==> config.mk <==
export PLATFORM = sky130hd
export DESIGN_NAME = clump_to_superclump_merge
export DESIGN_NICKNAME = d
export VERILOG_FILES = /design/src/hw/rtl/csm_pkg.sv /design/src/hw/rtl/csm_front.sv /design/src/hw/rtl/csm_queue.sv /design/src/hw/rtl/csm_back.sv /design/src/hw/rtl/clump_to_superclump_merge.sv
export SDC_FILE = /design/constraint.sdc
export NUM_CORES = 1
export LEC_CHECK = 0
export ABC_AREA = 1
export BUFFER_PORTS_ARGS = -buffer_cell sky130_fd_sc_hd__clkbuf_2
export CAP_MARGIN = 10
export CORE_MARGIN = 2
export CORE_UTILIZATION = 30
export CTS_BUF_LIST = sky130_fd_sc_hd__clkbuf_8
export CTS_CLUSTER_DIAMETER = 120
export DETAILED_ROUTE_END_ITERATION = 10
export GPL_TIMING_DRIVEN = 0
export MAX_ROUTING_LAYER = met4
export PLACE_DENSITY = 0.48
export SLEW_MARGIN = 20
export SYNTH_ARGS = -nofsm -noshare
export SYNTH_HDL_FRONTEND = slang
export SYNTH_SLANG_ARGS = --single-unit
==> constraint.sdc <==
create_clock -name clk -period 8.6 [get_ports clk]
set_clock_uncertainty 0.05 [all_clocks]
set_input_delay 1.29 -clock clk [delete_from_list [all_inputs] [get_ports clk]]
set_output_delay 1.29 -clock clk [all_outputs]
set_load 0.01 [all_outputs]
==> src/hw/rtl/csm_pkg.sv <==
// ----------------------------------------------------------------------------
// csm_pkg
// shared types and constants of the clump to superclump merge block
// ----------------------------------------------------------------------------
package csm_pkg;

    localparam int RANK_WIDTH  = 16;
    localparam int DATA_WIDTH  = ((RANK_WIDTH + 7) / 8) * 8;
    localparam int QUEUE_DEPTH = 4;
    localparam int QPTR_WIDTH  = $clog2(QUEUE_DEPTH);
    localparam int QCNT_WIDTH  = $clog2(QUEUE_DEPTH + 1);

    typedef logic [RANK_WIDTH-1:0] rank_t;
    typedef logic [RANK_WIDTH:0]   rank_sum_t;

    typedef struct packed {
        rank_t rank;
        logic  run_last;
        logic  partition_done;
    } cut_t;

    typedef struct packed {
        logic [1:0] num;
        cut_t       cut0;
        cut_t       cut1;
    } push_t;

    function automatic cut_t make_cut(rank_t rank, logic run_last, logic done);
        cut_t c;
        c.rank           = rank;
        c.run_last       = run_last;
        c.partition_done = done;
        return c;
    endfunction

endpackage

==> src/hw/rtl/csm_front.sv <==
// ----------------------------------------------------------------------------
// csm_front
// accepts clump ends, keeps the cut state and decides the cuts of each item
// ----------------------------------------------------------------------------
module csm_front
(
    input  logic                          clk,
    input  logic                          rst_n,
    input  logic                          cfg_we,
    input  csm_pkg::rank_t                cfg_wdata,
    input  logic                          in_valid,
    output logic                          in_ready,
    input  csm_pkg::rank_t                in_rank,
    input  logic                          in_final,
    input  logic                          room,
    output csm_pkg::push_t                push
);

    csm_pkg::rank_t    target_reg,    target_next;
    csm_pkg::rank_t    last_cut_reg,  last_cut_next;
    logic              pend_vld_reg,  pend_vld_next;
    csm_pkg::rank_t    pend_cut_reg,  pend_cut_next;
    csm_pkg::rank_t    pend_span_reg, pend_span_next;

    logic              accept;
    csm_pkg::rank_t    span;
    csm_pkg::rank_t    step;
    csm_pkg::rank_sum_t sum;
    csm_pkg::rank_sum_t tgt_wide;
    logic              new_closer;

    assign in_ready = room;
    assign accept   = in_valid && room;

    assign span     = in_rank - last_cut_reg;
    assign step     = in_rank - pend_cut_reg;
    assign sum      = {1'b0, step} + {1'b0, pend_span_reg};
    assign tgt_wide = {1'b0, target_reg};
    // a held span above the target (target lowered while held) always takes the new end
    assign new_closer = (pend_span_reg > target_reg) ||
                        ({1'b0, target_reg - pend_span_reg} > (sum - tgt_wide));

    always_comb
    begin
        target_next    = cfg_we ? cfg_wdata : target_reg;
        last_cut_next  = last_cut_reg;
        pend_vld_next  = pend_vld_reg;
        pend_cut_next  = pend_cut_reg;
        pend_span_next = pend_span_reg;
        push.num       = 2'd0;
        push.cut0      = csm_pkg::make_cut(in_rank, 1'b1, 1'b0);
        push.cut1      = csm_pkg::make_cut(in_rank, 1'b1, 1'b0);
        if (accept)
        begin
            if (in_final)
            begin
                if (in_rank != last_cut_reg)
                begin
                    push.num  = 2'd1;
                    push.cut0 = csm_pkg::make_cut(in_rank, 1'b1, 1'b1);
                end
                last_cut_next  = '0;
                pend_vld_next  = 1'b0;
                pend_cut_next  = '0;
                pend_span_next = '0;
            end
            else if (!pend_vld_reg)
            begin
                if (span < target_reg)
                begin
                    pend_span_next = span;
                    pend_cut_next  = in_rank;
                    pend_vld_next  = 1'b1;
                end
                else
                begin
                    last_cut_next = in_rank;
                    push.num      = 2'd1;
                end
            end
            else if (sum < tgt_wide)
            begin
                pend_span_next = sum[csm_pkg::RANK_WIDTH-1:0];
                pend_cut_next  = in_rank;
            end
            else if (new_closer)
            begin
                last_cut_next  = in_rank;
                pend_vld_next  = 1'b0;
                pend_cut_next  = '0;
                pend_span_next = '0;
                push.num       = 2'd1;
            end
            else if (step >= target_reg)
            begin
                // pending end first, then the new end
                push.num       = 2'd2;
                push.cut0      = csm_pkg::make_cut(pend_cut_reg, 1'b0, 1'b0);
                last_cut_next  = in_rank;
                pend_vld_next  = 1'b0;
                pend_cut_next  = '0;
                pend_span_next = '0;
            end
            else
            begin
                push.num       = 2'd1;
                push.cut0      = csm_pkg::make_cut(pend_cut_reg, 1'b1, 1'b0);
                last_cut_next  = pend_cut_reg;
                pend_span_next = step;
                pend_cut_next  = in_rank;
            end
        end
    end

    always_ff @(posedge clk or negedge rst_n)
    begin
        if (!rst_n)
        begin
            target_reg    <= csm_pkg::rank_t'(1);
            last_cut_reg  <= '0;
            pend_vld_reg  <= 1'b0;
            pend_cut_reg  <= '0;
            pend_span_reg <= '0;
        end
        else
        begin
            target_reg    <= target_next;
            last_cut_reg  <= last_cut_next;
            pend_vld_reg  <= pend_vld_next;
            pend_cut_reg  <= pend_cut_next;
            pend_span_reg <= pend_span_next;
        end
    end

endmodule

==> src/hw/rtl/csm_queue.sv <==
// ----------------------------------------------------------------------------
// csm_queue
// small cut queue, takes up to two cuts a cycle and gives one
// ----------------------------------------------------------------------------
module csm_queue
(
    input  logic            clk,
    input  logic            rst_n,
    input  csm_pkg::push_t  push,
    output logic            room,
    output logic            head_valid,
    output csm_pkg::cut_t   head,
    input  logic            pop
);

    csm_pkg::cut_t                     mem [csm_pkg::QUEUE_DEPTH];
    logic [csm_pkg::QPTR_WIDTH-1:0]    wr_ptr_reg, wr_ptr_next;
    logic [csm_pkg::QPTR_WIDTH-1:0]    rd_ptr_reg, rd_ptr_next;
    logic [csm_pkg::QCNT_WIDTH-1:0]    count_reg,  count_next;
    logic [csm_pkg::QPTR_WIDTH-1:0]    wr_ptr_plus1;

    // room for two beats, so a full item always fits
    assign room       = count_reg <= csm_pkg::QCNT_WIDTH'(csm_pkg::QUEUE_DEPTH - 2);
    assign head_valid = count_reg != '0;
    assign head       = mem[rd_ptr_reg];
    assign wr_ptr_plus1 = wr_ptr_reg + csm_pkg::QPTR_WIDTH'(1);

    always_comb
    begin
        wr_ptr_next = wr_ptr_reg + csm_pkg::QPTR_WIDTH'(push.num);
        rd_ptr_next = rd_ptr_reg + csm_pkg::QPTR_WIDTH'(pop);
        count_next  = count_reg + csm_pkg::QCNT_WIDTH'(push.num)
                      - csm_pkg::QCNT_WIDTH'(pop);
    end

    always_ff @(posedge clk)
    begin
        if (push.num != 2'd0)
        begin
            mem[wr_ptr_reg] <= push.cut0;
        end
        if (push.num == 2'd2)
        begin
            mem[wr_ptr_plus1] <= push.cut1;
        end
    end

    always_ff @(posedge clk or negedge rst_n)
    begin
        if (!rst_n)
        begin
            wr_ptr_reg <= '0;
            rd_ptr_reg <= '0;
            count_reg  <= '0;
        end
        else
        begin
            wr_ptr_reg <= wr_ptr_next;
            rd_ptr_reg <= rd_ptr_next;
            count_reg  <= count_next;
        end
    end

endmodule

==> src/hw/rtl/csm_back.sv <==
// ----------------------------------------------------------------------------
// csm_back
// output register that drives cut beats to the receiver
// ----------------------------------------------------------------------------
module csm_back
(
    input  logic            clk,
    input  logic            rst_n,
    input  logic            head_valid,
    input  csm_pkg::cut_t   head,
    output logic            pop,
    output logic            out_valid,
    input  logic            out_ready,
    output csm_pkg::cut_t   out_cut
);

    logic          valid_reg, valid_next;
    csm_pkg::cut_t cut_reg,   cut_next;

    assign pop       = head_valid && (!valid_reg || out_ready);
    assign out_valid = valid_reg;
    assign out_cut   = cut_reg;

    always_comb
    begin
        valid_next = valid_reg;
        cut_next   = cut_reg;
        if (pop)
        begin
            valid_next = 1'b1;
            cut_next   = head;
        end
        else if (out_ready)
        begin
            valid_next = 1'b0;
        end
    end

    always_ff @(posedge clk or negedge rst_n)
    begin
        if (!rst_n)
        begin
            valid_reg <= 1'b0;
        end
        else
        begin
            valid_reg <= valid_next;
        end
    end

    always_ff @(posedge clk)
    begin
        cut_reg <= cut_next;
    end

endmodule

==> src/hw/rtl/clump_to_superclump_merge.sv <==
// ----------------------------------------------------------------------------
// clump_to_superclump_merge
// merges consecutive clumps into superclumps close to a target size
// ----------------------------------------------------------------------------
// input stream: clump end ranks in increasing order on s_axis_tdata, tlast
// marks the final beat, whose data is the total sample count.
// output stream: one beat per committed cut; tlast is high on the last cut of
// an input beat, tuser is high on the cut that closes the partition.
// config: cfg_we writes target_size from cfg_wdata; the user must do so only
// while idle; the block does not enforce it. Each cut is decided in the
// accepting cycle, queued, then put on m_axis_tvalid by the output register.
// throughput: one input beat per cycle while each beat makes at most one
// cut and the receiver keeps up; a second cut of a beat is absorbed by the
// four-entry queue. s_axis_tready drops if fewer than two entries are free.
// reset: state, queue and output register clear, target_size goes to 1.
// receiver stall: the output register holds its beat, the queue fills and
// then back-pressures the input.
// ----------------------------------------------------------------------------
module clump_to_superclump_merge
(
    input  logic                              clk,
    input  logic                              rst_n,
    input  logic                              cfg_we,
    input  logic [csm_pkg::RANK_WIDTH-1:0]    cfg_wdata,    // target_size
    input  logic                              s_axis_tvalid,
    output logic                              s_axis_tready,
    input  logic [csm_pkg::DATA_WIDTH-1:0]    s_axis_tdata, // clump_end
    input  logic                              s_axis_tlast, // final_item
    output logic                              m_axis_tvalid,
    input  logic                              m_axis_tready,
    output logic [csm_pkg::DATA_WIDTH-1:0]    m_axis_tdata, // cut_rank
    output logic                              m_axis_tlast, // run_last
    output logic                              m_axis_tuser  // partition_done
);

    csm_pkg::push_t push;
    logic           room;
    logic           head_valid;
    csm_pkg::cut_t  head;
    logic           pop;
    csm_pkg::cut_t  out_cut;

    csm_front u_front
    (
        .clk       (clk),
        .rst_n     (rst_n),
        .cfg_we    (cfg_we),
        .cfg_wdata (cfg_wdata),
        .in_valid  (s_axis_tvalid),
        .in_ready  (s_axis_tready),
        .in_rank   (s_axis_tdata[csm_pkg::RANK_WIDTH-1:0]),
        .in_final  (s_axis_tlast),
        .room      (room),
        .push      (push)
    );

    csm_queue u_queue
    (
        .clk        (clk),
        .rst_n      (rst_n),
        .push       (push),
        .room       (room),
        .head_valid (head_valid),
        .head       (head),
        .pop        (pop)
    );

    csm_back u_back
    (
        .clk        (clk),
        .rst_n      (rst_n),
        .head_valid (head_valid),
        .head       (head),
        .pop        (pop),
        .out_valid  (m_axis_tvalid),
        .out_ready  (m_axis_tready),
        .out_cut    (out_cut)
    );

    assign m_axis_tdata = csm_pkg::DATA_WIDTH'(out_cut.rank);
    assign m_axis_tlast = out_cut.run_last;
    assign m_axis_tuser = out_cut.partition_done;

endmodule

Yosys cells after proc, flatten, opt, wreduce, memory -nomap -nowiden
Memories as Yosys holds them, arrays and structs flattened. A register that Yosys moved wholly into a read port is not among the register bits.
Index checks and enable logic that the tools add are counted.
Widths: inputs -> output; s select.
{ "classes": {"add_sub_neg": 10, "order_cmp": 6, "n_eq_ne": 4, "n_mux": 40, "n_reduce_logical": 11} }
{ "op_table": {"columns": ["op", "n"], "rows": [
  ["$mux 16", 18],
  ["$mux 20", 4],
  ["$sub 16x16->16", 3],
  ["$mux 18", 2],
  ["$mux 19", 1],
  ["$add 16x16->17", 1],
  ["$gt 16x17->1", 1],
  ["$lt 17x16->1", 1],
  ["$sub 17x16->17", 1],
  ["$ge 16x16->1", 1],
  ["$gt 16x16->1", 1],
  ["$lt 16x16->1", 1],
  ["$ne 16x16->1", 1],
  ["$mux 1", 13],
  ["$reduce_bool 3->1", 2],
  ["$mux 2", 2],
  ["$reduce_bool 2->1", 2],
  ["$add 3x2->3", 1],
  ["$le 3x2->1 const B", 1],
  ["$ne 3x2->1 const B", 1],
  ["$ne 3x3->1 const B", 1],
  ["$reduce_and 3->1", 1],
  ["$sub 3x1->3", 1],
  ["$add 2x1->2", 1],
  ["7 further kinds", 9]
]} }
{ "totals": {"reg_bits": 73, "ram_bits": 72, "inputBits": 38, "out_inout_bits": 20, "elab_cells": 81, "memories": 1} }
{ "memory_table": {"columns": ["memory", "words", "word_bits", "rd", "rd_ports_with_merged_regs", "wr", "line", "text"], "rows": [
  ["u_queue.mem", 4, 18, 1, 1, 2, "csm_queue.sv:16", "csm_pkg::cut_t mem [csm_pkg::QUEUE_DEPTH];"]
]} }

Logic depth before layout (Yosys ltp)
Gate-level depths: netlist of the first run.
{ "depth": {"depth_word": 13, "depth_mapped": 42, "ltp_nobuf": 42} }

Hierarchy
A second synthesis of the first run with hierarchy kept.
{ "unflattened": {"hier_cells": 1909, "area_unflattened_um2": 13909.6} }
{ "by_module_without_submodules": {"columns": ["module", "instances", "cells_per_inst", "area_each_um2", "seq_area_each_um2"], "rows": [
  ["csm_front", 1, 1327, 8809.7, 1627.8],
  ["csm_queue", 1, 558, 4510.6, 2337.2],
  ["csm_back", 1, 24, 589.3, 565.5]
]} }

Least setup slack after synthesis of the first run
Ideal clock, no wire load.
{ "synth_timing": {"path_type": "in2reg", "start": "input s_axis_tdata[0] (netlist name)", "end": "register u_queue.count_reg[2] (netlist name)", "setup_time_ns": 0.129, "t_arrival_ns": 7.003, "required_time_ns": 8.421, "path_slack_ns": 1.418, "path_stages": 38, "n_path_buf": 0, "cell_sequence": "inv_1 -> ha_1 -> fa_1 -> o21ai_0 -> a21oi_1 -> o21ai_0 -> xor2_1 -> inv_1 -> ha_1 -> nand2_1 -> o21ai_0 -> nand2_1 -> a21oi_1 -> nand2_1 -> nand2_1 -> xor2_1 -> ha_1 -> a21oi_1 -> (+2 left out) -> xor2_1 -> ha_1 -> nand2_1 -> inv_1 -> nor3_1 -> nand2_1 -> nand2_1 -> nand2_1 -> nand2_1 -> nand2_1 -> nand3_1 -> nand2_1 -> inv_2 -> nand4_4 -> ha_1 -> fa_1 -> xnor2_1 -> xor2_1"} }
{ "synth_between": {"elab_chain_cells": 12, "word_cells_on_any_way": 20, "classes_between": "add/sub: 6; order compare: 4; eq/ne: 1; mux: 8; reduce/logical: 1"} }
{ "synth_rtl": {"columns": ["item", "line", "text"], "rows": [
  ["start: declaration", "clump_to_superclump_merge.sv:27", "input logic [csm_pkg::DATA_WIDTH-1:0] s_axis_tdata,"],
  ["$sub 16x16->16", "csm_front.sv:36", "assign step = in_rank - pend_cut_reg;"],
  ["$add 16x16->17", "csm_front.sv:37", "assign sum = {1'b0, step} + {1'b0, pend_span_reg};"],
  ["$sub 17x16->17", "csm_front.sv:41", "({1'b0, target_reg - pend_span_reg} > (sum - tgt_wide));"],
  ["$gt 16x17->1", "csm_front.sv:41", null],
  ["$logic_or 1x1->1", "csm_front.sv:40", "assign new_closer = (pend_span_reg > target_reg) ||"],
  ["$mux 2", "csm_front.sv:86", "else if (new_closer)"],
  ["$mux 20", "csm_front.sv:81", "else if (sum < tgt_wide)"],
  ["$mux 2", "csm_front.sv:67", "else if (!pend_vld_reg)"],
  ["$mux 20 (*)", "csm_front.sv:55", "if (in_final)"],
  ["$mux 20 (*)", "csm_front.sv:53", "if (accept)"],
  ["$add 3x2->3 (*)", "csm_queue.sv:32", "count_next = count_reg + csm_pkg::QCNT_WIDTH'(push.num)"],
  ["$sub 3x1->3 (*)", "csm_queue.sv:33", "- csm_pkg::QCNT_WIDTH'(pop);"],
  ["net u_queue.count_next, one bit", "csm_queue.sv:19", "logic [csm_pkg::QCNT_WIDTH-1:0] count_reg, count_next;"],
  ["end signal: assignment", "csm_queue.sv:60", "count_reg <= count_next;"],
  ["end: declaration", "csm_queue.sv:19", null]
]} }
The timed path passes the listed nets; every way through them passes the cells marked *.
A chain may end at the register's enable or synchronous reset.

Worst setup path in the final report of the first run
Ends and elaborated chain as after synthesis.

==> results of run 1 <==
placed cells by master, fill, tap and decap left out, types with 5 or more instances in the layout:
cell	netlist	layout
xor2_1	50	49
o21bai_1	8	8
fa_1	6	6
nor3_1	8	8
ha_1	133	133
o21ai_0	133	132
a21oi_1	95	93
inv_1	193	194
dfrtp_1	72	72
clkbuf_2	0	55
inv_2	5	5
o211ai_1	5	5
o22ai_1	56	56
nand2_2	9	13
buf_2	9	9
nand2_1	416	411
a21o_1	5	5
o21ai_1	15	15
nand4_1	8	8
a31oi_1	9	9
clkbuf_8	0	18
nor2_1	96	96
nand3_1	56	55
xnor2_1	22	22
edfxtp_1	82	82
dfxtp_1	8	8
o21ai_2	4	5
a21boi_0	6	6
clkbuf_1	23	23
metrics by stage:
stage                     setup slack (ps)  cells  instance area [µm²]
after floorplan                       1418   1578                12310
after detailed placement            -270.0   2166                13270
after CTS                            238.7   2198                13680
final                                653.7   2198                13720
after global placement              -285.2   2166                13250
after global routing                 80.91   2198                13720
per-layer routing:
| metal | up-vias | wire length (µm) | GRT usage |
|---|---|---|---|
| li1 | 5420 | - | - |
| met1 | 4809 | 16440 | 0.2209 |
| met4 | 0 | 424 | 0.04107 |
| met5 | - | 0 | - |
| met3 | 24 | 984 | 0.01931 |
| met2 | 171 | 17270 | 0.3016 |
worst max-delay path, delay by kind of cell:
family / cells / cell delay (ps)
AO/OA/AOI/OAI: 6 / 1380
XOR/XNOR: 4 / 1000
adder cells (fa/ha/maj): 7 / 2480
buffers and inverters: 4 / 490
AND/OR/NAND/NOR: 15 / 1670
layout make-up:
class / instances / area (µm²) / share of cell area
Multi-Input combinational cell: 1169 / 6914 / 0.5039
Clock inverter: 15 / 176.4 / 0.01286
Clock buffer: 17 / 234.0 / 0.01705
Tap cell: 532 / 665.6 / 0.04851
Inverter: 205 / 780.7 / 0.05690
Sequential cell: 163 / 4451 / 0.3244
Timing Repair Buffer: 56 / 289.0 / 0.02107
Buffer: 41 / 210.2 / 0.01532
worst min path at each step:
stage / slack, ps / to
2_1_floorplan: 370 / u_queue.mem[1][1]
3_3_place_gp: 410 / u_queue.mem[2][1]
3_5_place_dp: 400 / u_queue.mem[3][1]
4_1_cts: 420 / u_queue.mem[3][1]
5_1_grt: 440 / u_queue.mem[3][1]
6_report: 420 / u_queue.mem[3][1]
timing repair:
item / 4_1_cts / 5_1_grt
setup endpoints to repair: 0 / 138
gates resized for setup: 0 / 11
setup buffers: 0 / 0
hold buffers: 0 / 0
cells by family after synthesis:
family | Yosys count | share of synthesized area
and+or+nand+nor | 612 | 0.2059
DFF | 163 | 0.3616
xor gates and xnor gates | 72 | 0.05124
adders and majority gates | 139 | 0.1450
AOI/OAI and AO/OA | 346 | 0.1558
buffers and inverters | 246 | 0.08052
==> results_dict.tcl, run 1 <==
set metrics [dict create \
    status "complete, no violations" \
    ys_ff_latch 163 \
    fillers 4274 \
    antenna_found_initial 0 \
    syn_nets 1755 \
    hp-class "register to register" \
    fin_util 0.3376 \
    numCtsBuffers 17 \
    path_class "primary input to register" \
    start_util 0.3028 \
    worst-slew-pin-transition_ps 751.4 \
    synth_area_per_cell_um2 7.799 \
    fin_crit_ps 7946 \
    path_clk_slew_ps 100 \
    diodes 0 \
    synth-edff-count 82 \
    nets 1830 \
    cts_tree "done" \
    boundaryPins 58 \
    drive_gt1_frac 0.09124 \
    synth_cells 1578 \
    die_y_um 206.5 \
    grt_pass1_vias 10410 \
    largest-register "u_queue.mem" \
    reg2reg_from "u_front.pend_cut_reg[2]" \
    grt_max_degree 74 \
    hold_viol 0 \
    via_count 10420 \
    synth_cell_types 52 \
    drc 0 \
    worstHoldStart "u_queue.mem[3][1]" \
    cts.sinks 163 \
    largest_register_ffs 72 \
    wl_um 35120 \
    r2r_setup_slack_ps 1330 \
    min_period_over_period 0.9240 \
    core-area_um2 40650 \
    clockBufferDepth 2 \
    drt_iter0_drc 487 \
    ys_async_sr_fraction 0.4479 \
    grt_usage 0.1754 \
    synth.most_common_cell "nand2_1" \
    yosysTopAreaCellShare 0.2001 \
    syn2layout_area_growth_pct 11.49 \
    rsz0062_at_grt "false" \
    cpMaxStageDelayCell "fa_1" \
    grt_pass1_wl_um 55840 \
    crit_top_cell "nand2_1" \
    ctsRootBufferMaster "clkbuf_8" \
    yosys.area.top_type "edfxtp_1" \
    clk_latency_ps 490 \
    setup_tns_ps 0 \
    ant_nets 0 \
    relSlewSlack 0.4980 \
    h-tree-depth 4 \
    whs_ps 422.5 \
    cp-end-kind "register" \
    rows 74 \
    yosys-top-cells-count "nand2_1, inv_1, ha_1, o21ai_0, nor2_1" \
    ys.flop_type "edfxtp_1" \
    hold_depth 2 \
    dp_hpwl_um 28450 \
    cp-start-kind "primary input" \
    syn_area_um2 12310 \
    crit_arrival_ps 8310 \
    dieArea_um2 42660 \
    reg2reg_depth 34 \
    yosysWarnings 0 \
    max_cap_viol_count 0 \
    portBuffers 56 \
    max_freq_ghz 0.1258 \
    via_per_inst 4.742 \
    finalSetupViolations 0 \
    yosysSeqAreaShare 0.3616 \
    critPathLaunch "s_axis_tdata[0]" \
    dr.pass1.iters 5 \
    synth.area.top_cells "edfxtp_1, dfrtp_1, ha_1" \
    crit_end "u_queue.count_reg[2]" \
    timing.rr.end "u_queue.count_reg[2]" \
    required_ps 8970 \
    slew_violations 0 \
    wl_per_cell_um 15.98 \
    gr-total-overflow 0 \
    max_stage_delay_ps 450 \
    die_x_um 206.5 \
    cp_max_fo 8 \
    gp_congestion 0.9458 \
]
Power of run 1 is not shown: default switching activity piles up to over one toggle a cycle in this logic, so the estimate is an artifact.
==> inputs of run 2 (changes only) <==
--- a/config.mk
+++ b/config.mk
@@ -6,7 +6,7 @@
 export NUM_CORES = 1
 export LEC_CHECK = 0
 export ABC_AREA = 1
-export BUFFER_PORTS_ARGS = -buffer_cell sky130_fd_sc_hd__clkbuf_2
+export BUFFER_PORTS_ARGS = -buffer_cell sky130_fd_sc_hd__buf_4
 export CAP_MARGIN = 10
 export CORE_MARGIN = 2
 export CORE_UTILIZATION = 30
@@ -15,7 +15,7 @@
 export DETAILED_ROUTE_END_ITERATION = 10
 export GPL_TIMING_DRIVEN = 0
 export MAX_ROUTING_LAYER = met4
-export PLACE_DENSITY = 0.48
+export PLACE_DENSITY = 0.5
 export SLEW_MARGIN = 20
 export SYNTH_ARGS = -nofsm -noshare
 export SYNTH_HDL_FRONTEND = slang
==> run 2 against run 1 <==
Clock-buffer cell count unchanged. Sequential share of layout area down 0.23 points. Flip-flop and latch count unchanged. Cell area up 0.73%. Fmax down 0.60%. Wire length down 2.3%. Cell count unchanged. Critical path type unchanged.
==> results_dict.tcl, run 2 (synthesized netlist as in run 1, its figures left out) <==
set metrics [dict create \
    reg2reg_from "u_front.pend_cut_reg[0]" \
    wl_um 34320 \
    die_y_um 206.5 \
    largest_register_ffs 72 \
    cpMaxStageDelayCell "fa_1" \
    worst-slew-pin-transition_ps 798.3 \
    whs_ps 433.5 \
    most-common-layout-cells "nand2_1, inv_1, ha_1" \
    max_stage_delay_ps 460 \
    boundaryPins 58 \
    setup_tns_ps 0 \
    rows 74 \
    dr.pass1.iters 5 \
    cts.sinks 163 \
    gr-total-overflow 0 \
    gp_congestion 0.8569 \
    regArea_um2 4451 \
    mostFrequentLayoutCell "nand2_1" \
    fin_util 0.3400 \
    reg2reg_depth 40 \
    multiInputGateArea_um2 6900 \
    drive_gt1_frac 0.08944 \
    cts_tree "done" \
    rsz0062_at_grt "false" \
    dieArea_um2 42660 \
    status "complete, no violations" \
    grt_pass1_wl_um 54870 \
    ant_nets 0 \
    finalSetupViolations 0 \
    ctsRootBufferMaster "clkbuf_8" \
    via_per_inst 4.766 \
    cp-end-kind "register" \
    numCtsBuffers 17 \
    drt_iter0_drc 520 \
    crit_top_cell "nand2_1" \
    fin_crit_ps 7994 \
    nets 1830 \
    h-tree-depth 4 \
    portBuffers 56 \
    slew_violations 0 \
    wl_per_cell_um 15.61 \
    max_cap_viol_count 0 \
    clk_latency_ps 500 \
    hp-class "register to register" \
    dp_hpwl_um 27850 \
    relSlewSlack 0.4678 \
    die_x_um 206.5 \
    place_area_um2 13400 \
    hold_viol 0 \
    grt_max_degree 74 \
    cp-start-kind "primary input" \
    required_ps 8980 \
    start_util 0.3028 \
    final_area_um2 13820 \
    grt_usage 0.1721 \
    hold_path_end "u_queue.mem[3][0]" \
    min_period_over_period 0.9295 \
    path_clk_slew_ps 100 \
    diodes 0 \
    cp_max_fo 7 \
    largest-register "u_queue.mem" \
    clockBufferDepth 2 \
    drc 0 \
    path_class "primary input to register" \
    max_freq_ghz 0.1251 \
    core-area_um2 40650 \
    crit_arrival_ps 8380 \
    worstHoldStart "u_queue.mem[3][0]" \
    syn2layout_area_growth_pct 12.30 \
    hold_depth 2 \
    grt_pass1_vias 10300 \
    r2r_setup_slack_ps 1240 \
    fillers 4286 \
    antenna_found_initial 0 \
    post-cts-setup-buffers 0 \
    timing.rr.end "u_queue.count_reg[2]" \
    via_count 10480 \
]
[run 2: cell count changes in the layout (fill, tap and decap cells not counted), moves of 2 or more]
cell | previous run | this run
clkinv_2 | 1 | 3
clkinvlp_4 | 2 | 4
clkbuf_2 | 55 | 1
buf_4 | 4 | 59
clkinv_4 | 4 | 1
[run 2: critical path, delay by kind of cell]
| kind | cells | cell delay [ps] |
|---|---|---|
| AOI/OAI and AO/OA | 8 | 1570 |
| xor gates and xnor gates | 5 | 1040 |
| adders and majority gates | 7 | 2290 |
| buffers and inverters | 5 | 480 |
| and+or+nand+nor | 17 | 1700 |
[run 2: worst max-delay path by stage]
stage | startpoint | to | slack, ps | depth (start not counted)
2_1_floorplan | s_axis_tdata[0] | u_queue.count_reg[2] | 1420 | 38
3_3_place_gp | s_axis_tdata[0] | u_queue.mem[3][12] | -80 | 39
3_5_place_dp | s_axis_tdata[0] | u_queue.count_reg[2] | -220 | 42
4_1_cts | s_axis_tdata[0] | u_queue.count_reg[2] | 290 | 42
5_1_grt | s_axis_tdata[0] | u_queue.count_reg[2] | 10 | 42
6_report | s_axis_tdata[0] | u_queue.count_reg[2] | 610 | 42
[run 2: area by class of cell]
type,instances,area share
tap,532,0.04816
clock inverter,15,0.01114
buffer,41,0.01530
inverter,205,0.05649
sequential,163,0.3220
clock buffer,17,0.01693
timing repair buffer,56,0.03069
multi-input combinational,1169,0.4993
[run 2: repair_timing]
item                       in CTS  in global routing
resized for setup               0                 11
hold buffers                    0                  0
setup endpoints to repair       0                122
[run 2: metal layers]
metal	part of all wire	vias up	global-route usage
li1	-	5430	-
met1	0.46	4850	0.2116
met2	0.50	176	0.2969
met3	0.029	20	0.02261
met4	0.012	0	0.04566
met5	0	-	-
[run 2: per-stage QoR]
step,setup WS [ps],std cells
finish,606.1,2198
global route,10.69,2198
CTS,292.1,2198
detailed placement,-218.4,2166
global placement,-82.81,2166
floorplan,1418,1578
Power of run 2 is left out for the same reason.
==> inputs of run 3 (changes only) <==
--- a/config.mk
+++ b/config.mk
@@ -6,7 +6,7 @@
 export NUM_CORES = 1
 export LEC_CHECK = 0
 export ABC_AREA = 1
-export BUFFER_PORTS_ARGS = -buffer_cell sky130_fd_sc_hd__buf_4
+export BUFFER_PORTS_ARGS = -buffer_cell sky130_fd_sc_hd__buf_2
 export CAP_MARGIN = 10
 export CORE_MARGIN = 2
 export CORE_UTILIZATION = 30
@@ -15,7 +15,6 @@
 export DETAILED_ROUTE_END_ITERATION = 10
 export GPL_TIMING_DRIVEN = 0
 export MAX_ROUTING_LAYER = met4
-export PLACE_DENSITY = 0.5
 export SLEW_MARGIN = 20
 export SYNTH_ARGS = -nofsm -noshare
 export SYNTH_HDL_FRONTEND = slang
==> run 3 against run 2 <==
Worst hold slack got worse by 2.8 ps. Flip-flop and latch count unchanged. Critical path type unchanged. Largest cell class unchanged. Register-to-register slack improved by 30 ps. Cell count about the same. Global-route usage decreased by 0.82 points. Worst setup slack got worse by 34 ps. Critical path depth unchanged. First-iteration DRC count increased by 17%.
==> results_dict.tcl, run 3 (synthesized netlist as in run 1, its figures left out) <==
set metrics [dict create \
    dieArea_um2 42660 \
    path_clk_slew_ps 110 \
    final_area_um2 13740 \
    reg2reg_depth 40 \
    fin_crit_ps 8028 \
    place_area_um2 13290 \
    numCtsBuffers 17 \
    r2r_setup_slack_ps 1270 \
    hold_depth 2 \
    ant_nets 0 \
    worst-slew-pin-transition_ps 691.1 \
    drc 0 \
    multiInputGateArea_um2 6893 \
    gp_congestion 0.8890 \
    rows 74 \
    largest-register "u_queue.mem" \
    die_x_um 206.5 \
    gr-total-overflow 0 \
    cp-start-kind "primary input" \
    h-tree-depth 4 \
    grt_pass1_wl_um 53340 \
    regArea_um2 4451 \
    mostFrequentLayoutCell "nand2_1" \
    most-common-layout-cells "nand2_1, inv_1, ha_1" \
    cp-end-kind "register" \
    wl_per_cell_um 15.15 \
    hold_path_end "u_queue.mem[3][1]" \
    drive_gt1_frac 0.08998 \
    drt_iter0_drc 608 \
    diodes 0 \
    die_y_um 206.5 \
    cts_tree "done" \
    dr.pass1.iters 5 \
    boundaryPins 58 \
    max_stage_delay_ps 450 \
    timing.rr.end "u_queue.count_reg[2]" \
    reg2reg_from "u_front.pend_cut_reg[0]" \
    setup_tns_ps 0 \
    cts.sinks 163 \
    finalSetupViolations 0 \
    cpMaxStageDelayCell "fa_1" \
    grt_usage 0.1639 \
    nets 1831 \
    grt_max_degree 46 \
    min_period_over_period 0.9335 \
    whs_ps 430.7 \
    rsz0062_at_grt "false" \
    ctsRootBufferMaster "clkbuf_8" \
    status "complete, no violations" \
    wl_um 33320 \
    syn2layout_area_growth_pct 11.65 \
    path_class "primary input to register" \
    fillers 4233 \
    crit_arrival_ps 8330 \
    clk_latency_ps 470 \
    cp_max_fo 7 \
    portBuffers 56 \
    max_cap_viol_count 0 \
    required_ps 8900 \
    via_per_inst 4.814 \
    clockBufferDepth 2 \
    via_count 10590 \
    antenna_found_initial 0 \
    core-area_um2 40650 \
    post-place-ws_ps -170.2 \
    largest_register_ffs 72 \
    dp_hpwl_um 27280 \
    start_util 0.3028 \
    crit_top_cell "nand2_1" \
    worstHoldStart "u_queue.mem[3][1]" \
    hp-class "register to register" \
    max_freq_ghz 0.1246 \
    grt_pass1_vias 10420 \
    relSlewSlack 0.5393 \
    hold_viol 0 \
    slew_violations 0 \
    setup_ws_ps 571.8 \
]
==> run 3: cell types whose count changed in the layout (fill, tap and decap cells not counted), sizes merged <==
cell | previous run | this run
clkinv | 7 | 8
bufinv | 2 | 3
inv | 207 | 209
buf | 74 | 75
clkinvlp | 4 | 0
==> run 3: area by class of cell <==
class,count,share of cell area
tap,532,0.04844
inverter,205,0.05682
buffer,41,0.01530
sequential,163,0.3239
timing repair buffer,57,0.02258
multi-input combinational,1169,0.5016
clock buffer,17,0.01703
clock inverter,15,0.01430
==> run 3: how the worst max path moves through the flow <==
| stage | start | end | slack (ps) | depth (start not counted) |
|---|---|---|---|---|
| final | s_axis_tdata[0] | u_queue.count_reg[2] | 570 | 42 |
| after floorplan | s_axis_tdata[0] | u_queue.count_reg[2] | 1420 | 38 |
| after detailed placement | s_axis_tdata[0] | u_queue.mem[3][14] | -170 | 39 |
| after CTS | s_axis_tdata[0] | u_queue.mem[3][5] | 310 | 39 |
| after global routing | s_axis_tdata[0] | u_queue.count_reg[2] | 6 | 42 |
| after global placement | s_axis_tdata[0] | u_queue.count_reg[2] | -100 | 42 |
==> run 3: repair_timing <==
action	CTS	global route
resized for setup	0	7
setup buffers	0	0
hold buffers	0	0
endpoints found under the setup margin	0	84
==> run 3: worst max-delay path: cells and delay by family <==
kind                       cells  cell delay [ps]
buffers and inverters          5              490
adders and majority gates      7             2230
xor gates and xnor gates       5              980
AOI/OAI and AO/OA              8             1550
and+or+nand+nor               17             1790
==> run 3: routing by layer <==
| layer | GRT usage | share of wire | vias up |
|---|---|---|---|
| met2 | 0.2821 | 0.48 | 210 |
| met4 | 0.03163 | 0.0095 | 0 |
| met1 | 0.2079 | 0.47 | 4930 |
| met5 | - | 0 | - |
| met3 | 0.01947 | 0.035 | 17 |
| li1 | - | - | 5430 |
==> run 3: per-stage QoR <==
stage          utilization  instances
6_report            0.3381       2199
5_1_grt             0.3381       2199
4_1_cts             0.3377       2199
3_5_place_dp        0.3271       2167
3_3_place_gp        0.3260       2166
2_1_floorplan            -       1578
Power of run 3 is left out for the same reason.
